## config.mk

```make
export PLATFORM = sky130hd
export DESIGN_NAME = touch_hold_ladder_top
export DESIGN_NICKNAME = d
export VERILOG_FILES = /design/src/rtl/thl_pkg.sv /design/src/rtl/touch_hold_ladder_top.sv /design/src/rtl/thl_core.sv
export SDC_FILE = /design/constraint.sdc
export NUM_CORES = 1
export LEC_CHECK = 0
export ABC_AREA = 1
export ABC_CLOCK_PERIOD_IN_PS = 7800
export BUFFER_PORTS_ARGS = -buffer_cell sky130_fd_sc_hd__buf_2
export CORE_UTILIZATION = 42
export DETAILED_ROUTE_END_ITERATION = 12
export PLACE_DENSITY = 0.64
export REMOVE_ABC_BUFFERS = 1
export SLEW_MARGIN = 15
export SYNTH_ARGS = -nofsm -noshare
export SYNTH_HDL_FRONTEND = slang
export SYNTH_SLANG_ARGS = --single-unit
export TNS_END_PERCENT = 30
```

## constraint.sdc

```tcl
create_clock -name clk -period 7.8 [get_ports clk]
set_input_delay 0.78 -clock clk [delete_from_list [all_inputs] [get_ports clk]]
set_output_delay 0.78 -clock clk [all_outputs]
set_load 0.02 [all_outputs]
```

## src/rtl/thl_pkg.sv

```systemverilog
// shared types and constants for the touch hold ladder
package thl_pkg;

  localparam int unsigned THR_W   = 16;
  localparam int unsigned HOLD_W  = 13;
  localparam int unsigned PHASE_W = 9;
  localparam int unsigned CFG_ADDR_W = 2;
  localparam int unsigned CFG_DATA_W = 16;
  localparam int unsigned IN_DATA_W  = 24;
  localparam int unsigned OUT_DATA_W = 8;

  localparam logic [THR_W-1:0]   THR_RESET    = THR_W'(55);
  localparam logic [HOLD_W-1:0]  MUTE_RESET   = HOLD_W'(2000);
  localparam logic [HOLD_W-1:0]  CONFIG_RESET = HOLD_W'(5000);
  localparam logic [HOLD_W-1:0]  HOLD_MAX     = HOLD_W'(8191);

  localparam logic [PHASE_W-1:0] PHASE_LAST = PHASE_W'(399);
  localparam logic [PHASE_W-1:0] SLOW_ON    = PHASE_W'(200);
  localparam logic [PHASE_W-1:0] FAST_ON    = PHASE_W'(100);
  localparam logic [PHASE_W-1:0] FAST_MOD   = PHASE_W'(200);
  localparam logic [PHASE_W-1:0] FAST_ON2   = PHASE_W'(300);

  typedef enum logic [CFG_ADDR_W-1:0] {
    REG_TOUCH_THRESHOLD = 2'd0,
    REG_MUTE_WINDOW     = 2'd1,
    REG_CONFIG_HOLD     = 2'd2
  } reg_idx_t;

  typedef struct packed {
    logic [THR_W-1:0]  touch_threshold;
    logic [HOLD_W-1:0] mute_window_ms;
    logic [HOLD_W-1:0] config_hold_ms;
  } cfg_regs_t;

  typedef struct packed {
    logic [PHASE_W-1:0] blink_phase;
    logic [HOLD_W-1:0]  hold_time;
    logic               touch_active;
    logic               config_fired;
    logic               led_held;
  } ctrl_state_t;

  typedef struct packed {
    logic start_config;
    logic mute_toggle;
    logic touch_marker;
    logic led_level;
  } result_t;

endpackage

```

## src/rtl/touch_hold_ladder_top.sv

```systemverilog
// top level of the touch hold ladder: registers, config port and stream handshake
// One tick request is taken per clock cycle while out_tready is high or no result is
// held, and its result appears in the output register on the next cycle; the single
// output register accepts a new request in the same cycle that the held result is
// taken. A reading below touch_threshold is a touch; the LED blinks slowly below
// mute_window_ms, fast up to config_hold_ms, then gives FLASH_COUNT flashes of
// FLASH_HALF_MS ticks on and off, ignoring touches, and pulses start_config on the
// last flash tick. Release from mute_window_ms up to config_hold_ms pulses mute_toggle.
// Configuration writes are always accepted; index 3 is ignored.
module touch_hold_ladder_top #(
  parameter int unsigned FLASH_COUNT   = 3,
  parameter int unsigned FLASH_HALF_MS = 50
) (
  input  logic                               clk,
  input  logic                               rst_n,
  input  logic                               in_tvalid,
  output logic                               in_tready,
  input  logic [thl_pkg::IN_DATA_W-1:0]      in_tdata,  // touch_value, server_active
  output logic                               out_tvalid,
  input  logic                               out_tready,
  output logic [thl_pkg::OUT_DATA_W-1:0]     out_tdata, // led_level, touch_marker,
                                                        // mute_toggle, start_config
  input  logic                               cfg_valid,
  output logic                               cfg_ready,
  input  logic [thl_pkg::CFG_ADDR_W-1:0]     cfg_addr,
  input  logic [thl_pkg::CFG_DATA_W-1:0]     cfg_data
);

  localparam int unsigned FLW = $clog2(2 * FLASH_COUNT * FLASH_HALF_MS);
  localparam int unsigned SW  = $clog2(FLASH_HALF_MS + 1);

  thl_pkg::cfg_regs_t   cfg_r;
  thl_pkg::ctrl_state_t state_r;
  thl_pkg::ctrl_state_t state_nxt;
  logic [FLW-1:0]       flash_left_r;
  logic [FLW-1:0]       flash_left_nxt;
  logic [SW-1:0]        flash_sub_r;
  logic [SW-1:0]        flash_sub_nxt;
  logic                 flash_odd_r;
  logic                 flash_odd_nxt;
  thl_pkg::result_t     res_nxt;
  thl_pkg::result_t     res_r;
  logic                 out_valid_r;
  logic                 take;

  assign cfg_ready  = 1'b1;
  assign in_tready  = ~out_valid_r | out_tready;
  assign take       = in_tvalid & in_tready;
  assign out_tvalid = out_valid_r;
  assign out_tdata  = {{(thl_pkg::OUT_DATA_W - 4){1'b0}}, res_r};

  thl_core #(
    .FLASH_COUNT   (FLASH_COUNT),
    .FLASH_HALF_MS (FLASH_HALF_MS),
    .FLW           (FLW),
    .SW            (SW)
  ) u_core (
    .cfg               (cfg_r),
    .cur               (state_r),
    .flash_left        (flash_left_r),
    .flash_sub         (flash_sub_r),
    .flash_odd         (flash_odd_r),
    .touch_value       (in_tdata[thl_pkg::THR_W-1:0]),
    .server_active     (in_tdata[thl_pkg::THR_W]),
    .nxt               (state_nxt),
    .flash_left_nxt    (flash_left_nxt),
    .flash_sub_nxt     (flash_sub_nxt),
    .flash_odd_nxt     (flash_odd_nxt),
    .res               (res_nxt)
  );

  always_ff @(posedge clk) begin
    if (!rst_n) begin
      cfg_r.touch_threshold <= thl_pkg::THR_RESET;
      cfg_r.mute_window_ms  <= thl_pkg::MUTE_RESET;
      cfg_r.config_hold_ms  <= thl_pkg::CONFIG_RESET;
    end else if (cfg_valid) begin
      unique case (cfg_addr)
        thl_pkg::REG_TOUCH_THRESHOLD: cfg_r.touch_threshold <= cfg_data;
        thl_pkg::REG_MUTE_WINDOW:     cfg_r.mute_window_ms  <= cfg_data[thl_pkg::HOLD_W-1:0];
        thl_pkg::REG_CONFIG_HOLD:     cfg_r.config_hold_ms  <= cfg_data[thl_pkg::HOLD_W-1:0];
        default: ;
      endcase
    end
  end

  always_ff @(posedge clk) begin
    if (!rst_n) begin
      state_r      <= '0;
      flash_left_r <= '0;
      flash_sub_r  <= '0;
      flash_odd_r  <= 1'b0;
      out_valid_r  <= 1'b0;
    end else begin
      if (take) begin
        state_r      <= state_nxt;
        flash_left_r <= flash_left_nxt;
        flash_sub_r  <= flash_sub_nxt;
        flash_odd_r  <= flash_odd_nxt;
        out_valid_r  <= 1'b1;
      end else if (out_tready) begin
        out_valid_r  <= 1'b0;
      end
    end
  end

  always_ff @(posedge clk) begin
    if (take) begin
      res_r <= res_nxt;
    end
  end

endmodule

```

## src/rtl/thl_core.sv

```systemverilog
// next-state and result logic for one tick
module thl_core #(
  parameter int unsigned FLASH_COUNT   = 3,
  parameter int unsigned FLASH_HALF_MS = 50,
  parameter int unsigned FLW = $clog2(2 * FLASH_COUNT * FLASH_HALF_MS),
  parameter int unsigned SW  = $clog2(FLASH_HALF_MS + 1)
) (
  input  thl_pkg::cfg_regs_t           cfg,
  input  thl_pkg::ctrl_state_t         cur,
  input  logic [FLW-1:0]               flash_left,
  input  logic [SW-1:0]                flash_sub,
  input  logic                         flash_odd,
  input  logic [thl_pkg::THR_W-1:0]    touch_value,
  input  logic                         server_active,
  output thl_pkg::ctrl_state_t         nxt,
  output logic [FLW-1:0]               flash_left_nxt,
  output logic [SW-1:0]                flash_sub_nxt,
  output logic                         flash_odd_nxt,
  output thl_pkg::result_t             res
);

  localparam logic [FLW-1:0] FLASH_START = FLW'(2 * FLASH_COUNT * FLASH_HALF_MS - 1);
  localparam logic [SW-1:0]  SUB_LAST    = SW'(FLASH_HALF_MS - 1);
  localparam logic [SW-1:0]  SUB_INIT    = (FLASH_HALF_MS == 1) ? SW'(0) : SW'(1);
  localparam logic           ODD_INIT    = (FLASH_HALF_MS == 1);

  logic [thl_pkg::HOLD_W-1:0] hold_inc;
  logic [thl_pkg::HOLD_W-1:0] hold_sel;
  logic                       fired_sel;
  logic                       slow_on;
  logic                       fast_on;

  always_comb begin
    hold_inc = (cur.hold_time == thl_pkg::HOLD_MAX) ? cur.hold_time
                                                    : cur.hold_time + 1'b1;
    slow_on  = cur.blink_phase < thl_pkg::SLOW_ON;
    fast_on  = (cur.blink_phase < thl_pkg::FAST_ON) ||
               ((cur.blink_phase >= thl_pkg::FAST_MOD) &&
                (cur.blink_phase < thl_pkg::FAST_ON2));
    hold_sel  = cur.touch_active ? hold_inc : '0;
    fired_sel = cur.touch_active ? cur.config_fired : 1'b0;

    nxt            = cur;
    flash_left_nxt = flash_left;
    flash_sub_nxt  = flash_sub;
    flash_odd_nxt  = flash_odd;
    res.mute_toggle  = 1'b0;
    res.start_config = 1'b0;

    if (flash_left != '0) begin
      nxt.led_held   = ~flash_odd;
      flash_left_nxt = flash_left - 1'b1;
      nxt.hold_time  = hold_inc;
      if (flash_sub == SUB_LAST) begin
        flash_sub_nxt = '0;
        flash_odd_nxt = ~flash_odd;
      end else begin
        flash_sub_nxt = flash_sub + 1'b1;
      end
      if (flash_left == FLW'(1)) begin
        res.start_config = 1'b1;
        nxt.config_fired = 1'b1;
      end
    end else if (touch_value < cfg.touch_threshold) begin
      nxt.touch_active = 1'b1;
      nxt.hold_time    = hold_sel;
      nxt.config_fired = fired_sel;
      priority if (hold_sel < cfg.mute_window_ms) begin
        nxt.led_held = slow_on;
      end else if (hold_sel < cfg.config_hold_ms) begin
        nxt.led_held = fast_on;
      end else begin
        if (!fired_sel) begin
          nxt.led_held   = 1'b1;
          flash_left_nxt = FLASH_START;
          flash_sub_nxt  = SUB_INIT;
          flash_odd_nxt  = ODD_INIT;
        end
      end
    end else if (cur.touch_active) begin
      res.mute_toggle = (hold_inc >= cfg.mute_window_ms) &&
                        (hold_inc < cfg.config_hold_ms) && !cur.config_fired;
      nxt.led_held     = server_active;
      nxt.touch_active = 1'b0;
      nxt.config_fired = 1'b0;
      nxt.hold_time    = '0;
    end

    nxt.blink_phase = (cur.blink_phase == thl_pkg::PHASE_LAST) ? '0
                                                               : cur.blink_phase + 1'b1;
    res.led_level    = nxt.led_held;
    res.touch_marker = nxt.touch_active;
  end

endmodule
```

Word-level counts from Yosys, hierarchy flattened
Index checks and enable logic that the tools add are counted.

Bits in registers: 88. Bits of input ports: 47. Output and inout port bits: 11. Word-level logic and storage cells: 96.

$add $sub $neg: 4. Magnitude comparators: 9. Eq/ne operators: 11. Multiplexer cells: 33. Bitwise gates (word level): 5. Reduce and logical (&&, ||, !) cells: 18.

Operators with widths (count): $mux W9 (6); $lt A13 B13 Y1 (3); $mux W13 (3); $mux W6 (6); $mux W16 (2); $lt A16 B16 Y1 (1); $mux W1 (15); $add A13 B1 Y13 const B (1); $eq A13 B13 Y1 const B (1); $ge A13 B13 Y1 (1); $add A9 B1 Y9 const B (1); $eq A9 B1 Y1 const B (1); $eq A9 B9 Y1 const B (1); $ge A9 B8 Y1 const B (1); $lt A9 B7 Y1 const B (1); $lt A9 B8 Y1 const B (1); $lt A9 B9 Y1 const B (1); $reduce_bool A9 Y1 (1); $sub A9 B1 Y9 const B (1); $reduce_and A2 Y1 (4); $add A6 B1 Y6 const B (1); $eq A6 B6 Y1 const B (1); $ne A2 B2 Y1 const B (3); $reduce_and A6 Y1 (1); other kinds (16) (22).

Longest topological paths before layout
Gate-level depths: netlist (run 1).

Word-level depth: 8. Depth in mapped cells: 28. Depth with buffers taken out: 28.

Modules after synthesis
From an unflattened synthesis (run 1), not the netlist that was laid out.

Cells, all modules: 1062. Area total of the unflattened synthesis: 6835.3 sq um.

By module, submodules not included: touch_hold_ladder_top (instances 1, cells an instance 528, area an instance 3761.1 sq um, sequential area each 1801.7 sq um); thl_core (instances 1, cells an instance 534, area an instance 3074.2 sq um, sequential area each 0.0 sq um).

Worst setup path after synthesis (run 1)
Ideal clock, no wire load.

Path kind: reg2reg. From: register state_r[4] (netlist bit). To: register flash_left_r[2]. Setup time: 0.115 ns. Arrival time: 2.920 ns. Data required time: 7.685 ns. Slack: 4.765 ns. Cell stages (with the launch flop): 25. Buffers on the path: 1. Clock period less this slack: 3.035 ns. Cells stage by stage: dfxtp_1 ha_1 nand3_1 nor2_4 inv_1 nor2_1 nand2_1 nand3_1 xor2_1 inv_1 nor2_1 ha_1 nand3_1 or2_0 nor2_1 nand2_1 nand2_1 nand2_1 nand2_1 nand2_2 buf_6 nor2_8 nand3_2 nand2_1 nor2_1.

Longest elaborated chain between the ends: 6. Elaborated cells on any way between the ends: 9. Classes of those cells: add/sub (1); order compare (2); eq/ne (3); mux (2); reduce/logical (1).

RTL lines: from (decl) (RTL line touch_hold_ladder_top.sv:33) `thl_pkg::ctrl_state_t state_r;`; from (signal assigned) (RTL line touch_hold_ladder_top.sv:96) `state_r <= state_nxt;`; $add A13 B1 Y13 or $eq A13 B13 Y1 (tied branches) (RTL line thl_core.sv:35, thl_core.sv:34); $mux W13 (*) (RTL line thl_core.sv:34) `hold_inc = (cur.hold_time == thl_pkg::HOLD_MAX) ? cur.hold_time`; $mux W13 (*) (RTL line thl_core.sv:40) `hold_sel = cur.touch_active ? hold_inc : '0;`; $lt A13 B13 Y1 (on tied branches) (RTL line thl_core.sv:68, thl_core.sv:70); $ne A2 B1 Y1 (no source line); $reduce_and A5 Y1 (no source line) (*); to (signal assigned) (RTL line touch_hold_ladder_top.sv:97) `flash_left_r <= flash_left_nxt;`; to (decl) (RTL line touch_hold_ladder_top.sv:35) `logic [FLW-1:0] flash_left_r;`.

Mark *: on every way between the ends. The rest lies on a longest branch, timed or not. A chain may end at the register's enable or synchronous reset.

Worst setup path in the final report (run 1)
From: register state_r[2] (netlist bit). To: register flash_sub_r[5].

Longest elaborated chain between the ends: 4. Elaborated cells on any way between the ends: 8. Classes of those cells: order compare (2); eq/ne (3); mux (2); reduce/logical (1).

RTL lines: $mux W13 (RTL line thl_core.sv:40); $lt A13 B13 Y1 (on tied branches) (RTL line thl_core.sv:68, thl_core.sv:70); $ne A2 B1 Y1 (no source line); $reduce_and A5 Y1 (no source line) (*); to (signal assigned) (RTL line touch_hold_ladder_top.sv:98) `flash_sub_r <= flash_sub_nxt;`; to (decl) (RTL line touch_hold_ladder_top.sv:37) `logic [SW-1:0] flash_sub_r;`.

Marks and branches as above.

==> results.ini, run 1 <==
[status]
outcome = finished, final reports clean

[critical_path]
r2r_end = flash_sub_r[5]
crit_type = register to register
r2r_cells = 15
timing.rr.start = state_r[2]
end_kind = register
startpoint_type = register
crit_required_ps = 8080
r2r_slack_ps = 3750
crit_path_max_fanout = 25
worstPathArrival_ps = 4330

[logic_synthesis]
synth_top_flop_cell = dfxtp_1
synth_cell_types = 48
synth_area_sq_um = 5708
ys_async_sr_fraction_pct = 0
ys_seq_area_share_pct = 31.57
synth.avg_cell_area_sq_um = 6.919
synth_edf_count = 4
ys_ff_latch = 88
yosysWarnings = 0
netlist_instances = 825

[die]
ios = 58
die_area_sq_um = 14060
num_rows = 42
fp.dieW_um = 118.6
initial_core_util_pct = 43.10
design.core.area_sq_um = 13240
die_h_um = 118.6

[sta]
finalCriticalPeriod_ps = 4049
setup-violations-final = 0
tightest_slew_ps = 1054
slew_headroom_pct = 29.28
fin_skew_ps = 7.073
drv_slew = 0
rsz0062_at_grt = false
min_period_over_period_pct = 51.91
max_freq_ghz = 0.2470
hold_viol = 0
setup-tns-final_ps = 0

[finish]
antenna_cells = 0
syn_to_final_growth_pct = 11.16
fin_nets = 957
utilization_pct = 47.91
drive_gt1_share_pct = 9.872

[clock_tree]
cts_root_buf = clkbuf_16
cts_resized = 0
ctsLongestPathBuffers = 2
cts_buffers = 9
htree_num_levels = 3
cts.sinks = 88
clock_latency_ps = 350
cts_tree = done
hold_buffers = 0
cts.clk_slew.worst_paths_ps = 70
post_cts_buffers = 0

[hold_path]
hp-start = cfg_r[33]
hp-class = register to register
hold_path_depth = 2
hold_end = cfg_r[33]

[place]
portBuffers = 45
gp_congestion = 0.8289
dp_hpwl_mm = 9.796

[route]
drtIter0Drc = 255
drt_drc_violations_left = 0
num_vias = 5134
ant_nets = 0
drtPass1Iterations = 7
via_per_inst = 4.951
routed_wl_mm = 13.17
wl_per_cell_um = 12.70

[grt]
grt-busiest-layer = met2
met1_usage_pct = 26.80
grtUsageMet2_pct = 32.31
gr-usage-met3_pct = 4.295
first_global_vias = 4801
grt_usage_pct = 20.17
grt_pass1_wl_mm = 22.63
grt_max_degree = 54
antenna_found_initial = 0
overflow = 0

[pwr]
ir_drop_uv = 99.53
finalPower_w = 0.001431
cellPowerDensity_nw_per_um2 = 225.5
p_leak_nw = 2.965

[job]
maxCapViolCount = 0

==> per-stage QoR <==
step | instance area, sq um | instances | hold slack, ps | setup WS, ps
2_1_floorplan | 5560 | 797 | 432.5 | 4490
3_3_place_gp | 6028 | 1021 | 451.8 | 3713
3_5_place_dp | 6028 | 1021 | 456.5 | 3742
4_1_cts | 6345 | 1037 | 465.9 | 3712
5_1_grt | 6345 | 1037 | 481.9 | 3294
6_report | 6345 | 1037 | 457.7 | 3751
==> report_power, final <==
part	internal, W	total [W]	switching [W]
Clock	0.000275	0.000459	0.000184
Sequential	0.000499	0.000539	0.0000397
Combinational	0.000141	0.000434	0.000292
==> area by class of cell <==
type / count / area, sq um
multi-input combinational: 586 / 3297
fill: 1377 / 6898
sequential: 88 / 1802
timing repair buffer: 48 / 247.7
inverter: 123 / 461.7
tap: 176 / 220.2
clock buffer: 11 / 264.0
clock inverter: 5 / 52.55
==> cells in the mapped netlist (all sizes together) (2+ instances only) <==
cell type | number | area share (%)
nand3 | 53 | 4.7
xor2 | 6 | 0.92
o31ai | 2 | 0.26
o211ai | 18 | 2.4
o21ai | 56 | 5.0
conb | 2 | 0.13
a211oi | 9 | 1.2
nor3b | 3 | 0.48
nor3 | 14 | 1.4
a21oi | 76 | 6.7
ha | 54 | 12
buf | 14 | 1.7
o21bai | 5 | 0.66
dfxtp | 84 | 29
nand4 | 13 | 1.4
clkbuf | 17 | 1.1
inv | 122 | 8.0
nor2 | 75 | 5.6
xnor2 | 7 | 1.1
edfxtp | 4 | 2.1
nand2 | 179 | 12
or2 | 2 | 0.22
==> state kept, by name (all words and copies together) (netlist names) <==
name and count:
flash_sub_r 6, out_tdata 4, cfg_r 42, flash_odd_r 1
flash_left_r 9, state_r 25, out_tvalid 1
==> layout by cell type (no fill, tap or decap), types with 2 or more instances in the layout <==
cell	instances
nor3b_1	2
nand2_1	172
o21ai_0	51
nand2_4	2
nand4_1	13
nand2_2	5
xor2_1	6
o21bai_1	5
a211oi_1	9
clkbuf_16	10
o31ai_1	2
o21ai_2	2
o211ai_1	18
inv_1	121
nand3_1	52
conb_1	5
buf_2	45
dfxtp_1	84
nor3_1	13
a21oi_1	75
nor2_4	2
ha_1	54
xnor2_1	7
nor2_1	70
o21ai_1	3
nor2_2	2
clkinv_2	3
edfxtp_1	4
buf_4	3
==> how the worst max path moves through the flow <==
stage	from	cells past startpoint	end	slack, ps
finish	state_r[2]	15	flash_sub_r[5]	3750
global route	state_r[3]	23	flash_sub_r[5]	3290
CTS	state_r[2]	15	flash_sub_r[5]	3710
detailed placement	state_r[2]	15	flash_sub_r[5]	3740
global placement	state_r[2]	15	flash_sub_r[5]	3710
floorplan	state_r[3]	23	flash_sub_r[5]	4490
==> layer usage <==
metal / part of all wire (%) / vias up
met1: 51 / 2295
met2: 44 / 56
met4: 1.6 / 0
met3: 3.0 / 16
li1: - / 2767
met5: 0 / -
==> critical path, stage by stage, from the launching register on <==
cell      delay [ps]
dfxtp_1          960
clkinv_1         620
a21oi_1          380
ha_1             310
inv_1             60
o21bai_1          60
o21bai_1         170
nor2_1           210
nand2_1          110
nand2_1           70
nand2_1           50
nand2_2          280
inv_2            200
nand2_1          120
nand2_1          150
nor3b_2          210
==> cell families (layout without fill, tap and decap cells) <==
| logic type | after synthesis | count (layout) | synth area share [%] |
|---|---|---|---|
| other | 2 | 5 | 0.1316 |
| flip-flops | 88 | 88 | 31.57 |
| AO/OA/AOI/OAI | 172 | 172 | 17.14 |
| buffers and inverters | 154 | 187 | 10.87 |
| AND/OR/NAND/NOR | 342 | 342 | 26.46 |
| XOR/XNOR | 13 | 13 | 1.995 |
| adder cells (fa/ha/maj) | 54 | 54 | 11.84 |
Power figures use the tool's default switching activity.
==> run 2: changes to the inputs <==
--- a/config.mk
+++ b/config.mk
@@ -6,7 +6,7 @@
 export NUM_CORES = 1
 export LEC_CHECK = 0
 export ABC_AREA = 1
-export ABC_CLOCK_PERIOD_IN_PS = 7800
+export ABC_CLOCK_PERIOD_IN_PS = 3750
 export BUFFER_PORTS_ARGS = -buffer_cell sky130_fd_sc_hd__buf_2
 export CORE_UTILIZATION = 42
 export DETAILED_ROUTE_END_ITERATION = 12
==> constraint.sdc (replaced) <==
create_clock -name clk -period 3.75 [get_ports clk]
set_input_delay 0.375 -clock clk [delete_from_list [all_inputs] [get_ports clk]]
set_output_delay 0.375 -clock clk [all_outputs]
set_load 0.02 [all_outputs]
==> results.ini, run 2 (synthesis gave the netlist of run 1 again) <==
[status]
outcome = finished, final reports clean

[sta]
drv_slew = 0  ; unchanged
slew_headroom_pct = 42.41  ; +13 points
max_freq_ghz = 0.3053  ; +24%
setup-tns-final_ps = 0  ; unchanged
rsz0062_at_grt = false
setup-violations-final = 0  ; unchanged
finalCriticalPeriod_ps = 3276  ; -773.4 ps
min_period_over_period_pct = 87.36  ; +35 points
tightest_slew_ps = 862.9  ; -190.9 ps
hold_viol = 0  ; unchanged
fin_skew_ps = 6.362  ; -0.7107 ps

[grt]
gr-usage-met3_pct = 3.668  ; -0.63 points
met1_usage_pct = 27.37  ; +0.57 points
grt-busiest-layer = met2
grtUsageMet2_pct = 31.43  ; -0.88 points
antenna_found_initial = 0  ; unchanged
grt_max_degree = 54  ; unchanged
first_global_vias = 4816  ; +0.31%
grt_pass1_wl_mm = 22.58  ; -0.25%
overflow = 0  ; unchanged
grt_usage_pct = 19.98  ; -0.19 points

[route]
drt_drc_violations_left = 0  ; unchanged
drtPass1Iterations = 4  ; -3
via_per_inst = 4.897  ; -1.1%
drtIter0Drc = 269  ; +5.5%
ant_nets = 0  ; unchanged
num_vias = 5132  ; -0.039%
wl_per_cell_um = 12.52  ; -1.4%
routed_wl_mm = 13.12  ; -0.36%

[finish]
largest-register = cfg_r
syn_to_final_growth_pct = 11.79
largest_reg_flops = 42  ; unchanged
fin_nets = 969  ; +1.3%
largest_registers = cfg_r (42), state_r (25), flash_left_r (9)
fin_cells = 1048  ; +1.1%
drive_gt1_share_pct = 10.78  ; +0.91 points
mostFrequentLayoutCells = nand2_1 (172), inv_1 (121), dfxtp_1 (84)
layout_commonest_cell = nand2_1
antenna_cells = 0  ; unchanged

[clock_tree]
cts_root_buf = clkbuf_16
ctsLongestPathBuffers = 2  ; unchanged
cts_tree = done
cts_buffers = 9  ; unchanged
cts.sinks = 88  ; unchanged
hold_buffers = 0  ; unchanged
clock_latency_ps = 350  ; about the same
cts.clk_slew.worst_paths_ps = 60  ; about the same
htree_num_levels = 3  ; unchanged

[place]
dp.cells = 1031  ; +0.98%
gp_congestion = 0.8659  ; +4.5%
dp_hpwl_mm = 9.967  ; +1.7%
portBuffers = 45  ; unchanged

[critical_path]
timing.rr.start = state_r[4]
crit_required_ps = 4030  ; -4050 ps
critPathLaunch = state_r[4]
worstPathArrival_ps = 3560  ; -770 ps
crit_path_max_fanout = 9  ; -64%
end_kind = register
startpoint_type = register
crit_type = register to register

[pwr]
cellPowerDensity_nw_per_um2 = 449.6  ; +99%
ir_drop_uv = 246.7  ; +150%
p_leak_nw = 3.008  ; +1.5%

[hold_path]
hp-start = cfg_data[10]
hp-class = input port to register

[die]
fp.dieW_um = 118.6  ; unchanged
die_area_sq_um = 14060  ; unchanged
initial_core_util_pct = 43.10  ; unchanged
num_rows = 42  ; unchanged
design.core.area_sq_um = 13240  ; unchanged
ios = 58  ; unchanged
die_h_um = 118.6  ; unchanged

[job]
maxCapViolCount = 0  ; unchanged

-- run 2: changes by cell type in the layout (fill, tap and decap cells not counted), sizes merged --
cell,change
buf,+12
bufinv,-1
-- run 2: area by class of cell --
cell class | instances | area [sq um]
Tap cell | 176 | 220.2
Inverter | 123 | 464.2
Clock inverter | 4 | 22.52
Timing Repair Buffer | 60 | 337.8
Clock buffer | 11 | 232.7
Multi-Input combinational cell | 586 | 3302
Sequential cell | 88 | 1802
Fill cell | 1385 | 6862
-- run 2: worst max-delay path: stages (launching register included) --
cell and delay, ps:
dfxtp_1 370, ha_1 180, nand3_1 130, nor2_4 140
inv_1 70, nor2_1 150, nand2_1 100, nand3_1 90
xnor2_1 200, inv_1 70, nor2_1 150, ha_1 150
inv_1 40, o31ai_1 220, inv_1 60, nand2_1 110
nand2_1 90, nand2_1 100, nand2_1 60, nand2_1 90
nand2_4 120, inv_4 120, buf_4 160, o21ai_0 80
a21oi_1 150
-- run 2: path summary, 6_finish.rpt --
check | to | slack (ps) | depth (start not counted)
setup / recovery | flash_sub_r[0] | 470 | 24
hold / removal | cfg_r[23] | 280 | 3
setup reg to reg | flash_sub_r[0] | 470 | 24
hold reg to reg | cfg_r[40] | 460 | 2
-- run 2: layer usage --
layer,share of wire (%),routed length [um]
met3,3.3,427
met5,0,0
met4,1.6,208
met2,44,5781
met1,51,6704
-- run 2: power breakdown --
part | internal (W) | switching, W
clock network | 0.000442 | 0.000372
logic | 0.000321 | 0.000632
registers | 0.00104 | 0.0000633
-- run 2: what timing repair did --
| item | in CTS | in global routing |
|---|---|---|
| endpoints found under the setup margin | 0 | 13 |
| setup buffers | 0 | 2 |
| gates resized for setup | 0 | 2 |
-- run 2: through the flow --
stage	worst slack, ps	cell area (sq um)	total power (W)	util (%)	hold slack [ps]
finish	474.1	6381	0.002869	48.19	277.1
detailed placement	324.2	6103	0.002064	46.09	455.6
floorplan	440.1	5560	0.001773	-	432.5
global route	1.951	6381	0.003065	48.19	281.4
CTS	312.3	6359	0.002888	48.02	267.0
global placement	361.1	6103	0.002059	46.09	450.7
==> run 3: changes to the inputs <==
--- a/config.mk
+++ b/config.mk
@@ -7,7 +7,7 @@
 export LEC_CHECK = 0
 export ABC_AREA = 1
 export ABC_CLOCK_PERIOD_IN_PS = 3750
-export BUFFER_PORTS_ARGS = -buffer_cell sky130_fd_sc_hd__buf_2
+export BUFFER_PORTS_ARGS = -buffer_cell sky130_fd_sc_hd__buf_4
 export CORE_UTILIZATION = 42
 export DETAILED_ROUTE_END_ITERATION = 12
 export PLACE_DENSITY = 0.64
==> results.ini, run 3 (synthesis gave the netlist of run 1 again) <==
[die]
die_h_um = 118.6  ; unchanged
num_rows = 42  ; unchanged
fp.dieW_um = 118.6  ; unchanged
die_area_sq_um = 14060  ; unchanged
initial_core_util_pct = 43.10  ; unchanged
ios = 58  ; unchanged
design.core.area_sq_um = 13240  ; unchanged

[route]
ant_nets = 0  ; unchanged
wl_per_cell_um = 12.57  ; +0.39%
via_per_inst = 4.917  ; +0.41%
num_vias = 5148  ; +0.31%
drt_drc_violations_left = 0  ; unchanged
routed_wl_mm = 13.16  ; +0.29%
drtIter0Drc = 238  ; -12%
drtPass1Iterations = 5  ; +1

[finish]
antenna_cells = 0  ; unchanged
fin_nets = 967  ; -0.21%
largest-register = cfg_r
syn_to_final_growth_pct = 13.85
stdcell_area_sq_um = 6499  ; +1.8%
multiInputGateArea_sq_um = 3297  ; -0.15%
mostFrequentLayoutCells = nand2_1 (172), inv_1 (121), dfxtp_1 (84)
register_area_sq_um = 1802  ; unchanged
drive_gt1_share_pct = 10.91  ; +0.13 points
largest_registers = cfg_r (42), state_r (25), flash_left_r (9)
layout_commonest_cell = nand2_1
largest_reg_flops = 42  ; unchanged
nFillCells = 1335  ; -3.6%

[place]
place_area_sq_um = 6216  ; +1.8%
dp_hpwl_mm = 9.955  ; -0.12%
dp_slack_ps = 416.1  ; +91.92 ps
gp_congestion = 0.8789  ; +1.5%
portBuffers = 45  ; unchanged

[clock_tree]
cts_tree = done
ctsLongestPathBuffers = 2  ; unchanged
post_cts_buffers = 0  ; unchanged
clock_latency_ps = 360  ; about the same
cts.clk_slew.worst_paths_ps = 70  ; about the same
hold_buffers = 0  ; unchanged
cts_resized = 0  ; unchanged
htree_num_levels = 3  ; unchanged
cts.sinks = 88  ; unchanged
cts_buffers = 9  ; unchanged
cts_root_buf = clkbuf_16

[sta]
fin_skew_ps = 5.489  ; -0.8731 ps
finalCriticalPeriod_ps = 3372  ; +96.28 ps
rsz0062_at_grt = false
setup-tns-final_ps = 0  ; unchanged
worst_slack_ps = 377.9  ; -96.28 ps
min_period_over_period_pct = 89.92  ; +2.6 points
max_freq_ghz = 0.2965  ; -2.9%
hold_viol = 0  ; unchanged
timing.hold.ws_ps = 256.0  ; -21.16 ps
drv_slew = 0  ; unchanged
slew_headroom_pct = 44.41  ; +2.0 points
tightest_slew_ps = 832.9  ; -30.03 ps
setup-violations-final = 0  ; unchanged

[critical_path]
end_kind = register
r2r_end = flash_left_r[2]
crit_path_max_fanout = 6  ; -3
crit_top_cell = nand2_1
r2r_cells = 25  ; +4.2%
worstPathArrival_ps = 3620  ; +60 ps
r2r_slack_ps = 380  ; -100 ps
startpoint_type = register
cp_slowest_stage_delay_ps = 380  ; about the same
worst-path-stages = 25  ; +4.2%
slowest_stage = dfxtp_1
crit_type = register to register
crit_family = simple AND/OR/NAND/NOR gates
worst-path-buf-inv = 5  ; -1
crit_required_ps = 4000  ; -30 ps
timing.rr.start = state_r[4]

[pwr]
cellPowerDensity_nw_per_um2 = 452.6  ; +0.67%
p_leak_nw = 3.027  ; +0.63%
ir_drop_uv = 212.8  ; -14%

[hold_path]
hold_path_depth = 3  ; unchanged
hp-start = cfg_data[4]
hold_end = cfg_r[17]
hp-class = input port to register

[grt]
grt_pass1_wl_mm = 22.07  ; -2.3%
antenna_found_initial = 0  ; unchanged
first_global_vias = 4612  ; -4.2%
overflow = 0  ; unchanged
grt_max_degree = 54  ; unchanged
grt_usage_pct = 19.66  ; -0.32 points

[status]
outcome = finished, final reports clean

[job]
maxCapViolCount = 0  ; unchanged

[run 3: changes by cell type in the layout (fill, tap and decap cells not counted), sizes merged]
cell / previous run / this run
inv: 122 / 123
clkinvlp: 1 / 3
buf: 60 / 58
clkbuf: 11 / 9
[run 3: final cells by class]
class	instances	share of cell area [%]
clock inverters	7	0.8856
flip-flops and latches	88	27.72
repair buffers	58	6.700
multi-input cells	586	50.73
inverters	123	7.104
clock buffers	9	3.466
well taps	176	3.389
[run 3: worst max path at each step]
| stage | start | end |
|---|---|---|
| finish | state_r[4] | flash_left_r[2] |
| global route | state_r[4] | flash_left_r[2] |
| detailed placement | state_r[4] | flash_left_r[2] |
| floorplan | state_r[3] | flash_sub_r[5] |
| CTS | state_r[4] | flash_left_r[2] |
| global placement | state_r[4] | flash_left_r[2] |
[run 3: stage by stage]
step | total power (W) | util, % | cells
global route | 0.003162 | 49.07 | 1047
CTS | 0.002960 | 49.07 | 1047
detailed placement | 0.002084 | 46.94 | 1031
floorplan | 0.001773 | - | 797
global placement | 0.002079 | 46.94 | 1031
finish | 0.002941 | 49.07 | 1047
[run 3: report_power, final]
part | switching, W | internal, W | total (W)
Combinational | 0.000630 | 0.000340 | 0.000970
Sequential | 0.0000653 | 0.00104 | 0.00110
Clock | 0.000413 | 0.000455 | 0.000868
[run 3: tightest hold or removal path, cell delays in order]
cell and delay, ps:
buf_4 90, nand2_1 50, o211ai_1 60
[run 3: layer usage]
metal / GRT usage (%) / up-vias / routed length [um]
li1: - / 2789 / -
met1: 27.01 / 2284 / 6791
met2: 30.63 / 57 / 5794
met3: 3.861 / 18 / 362
met4: 6.646 / 0 / 210
met5: 0 / - / 0
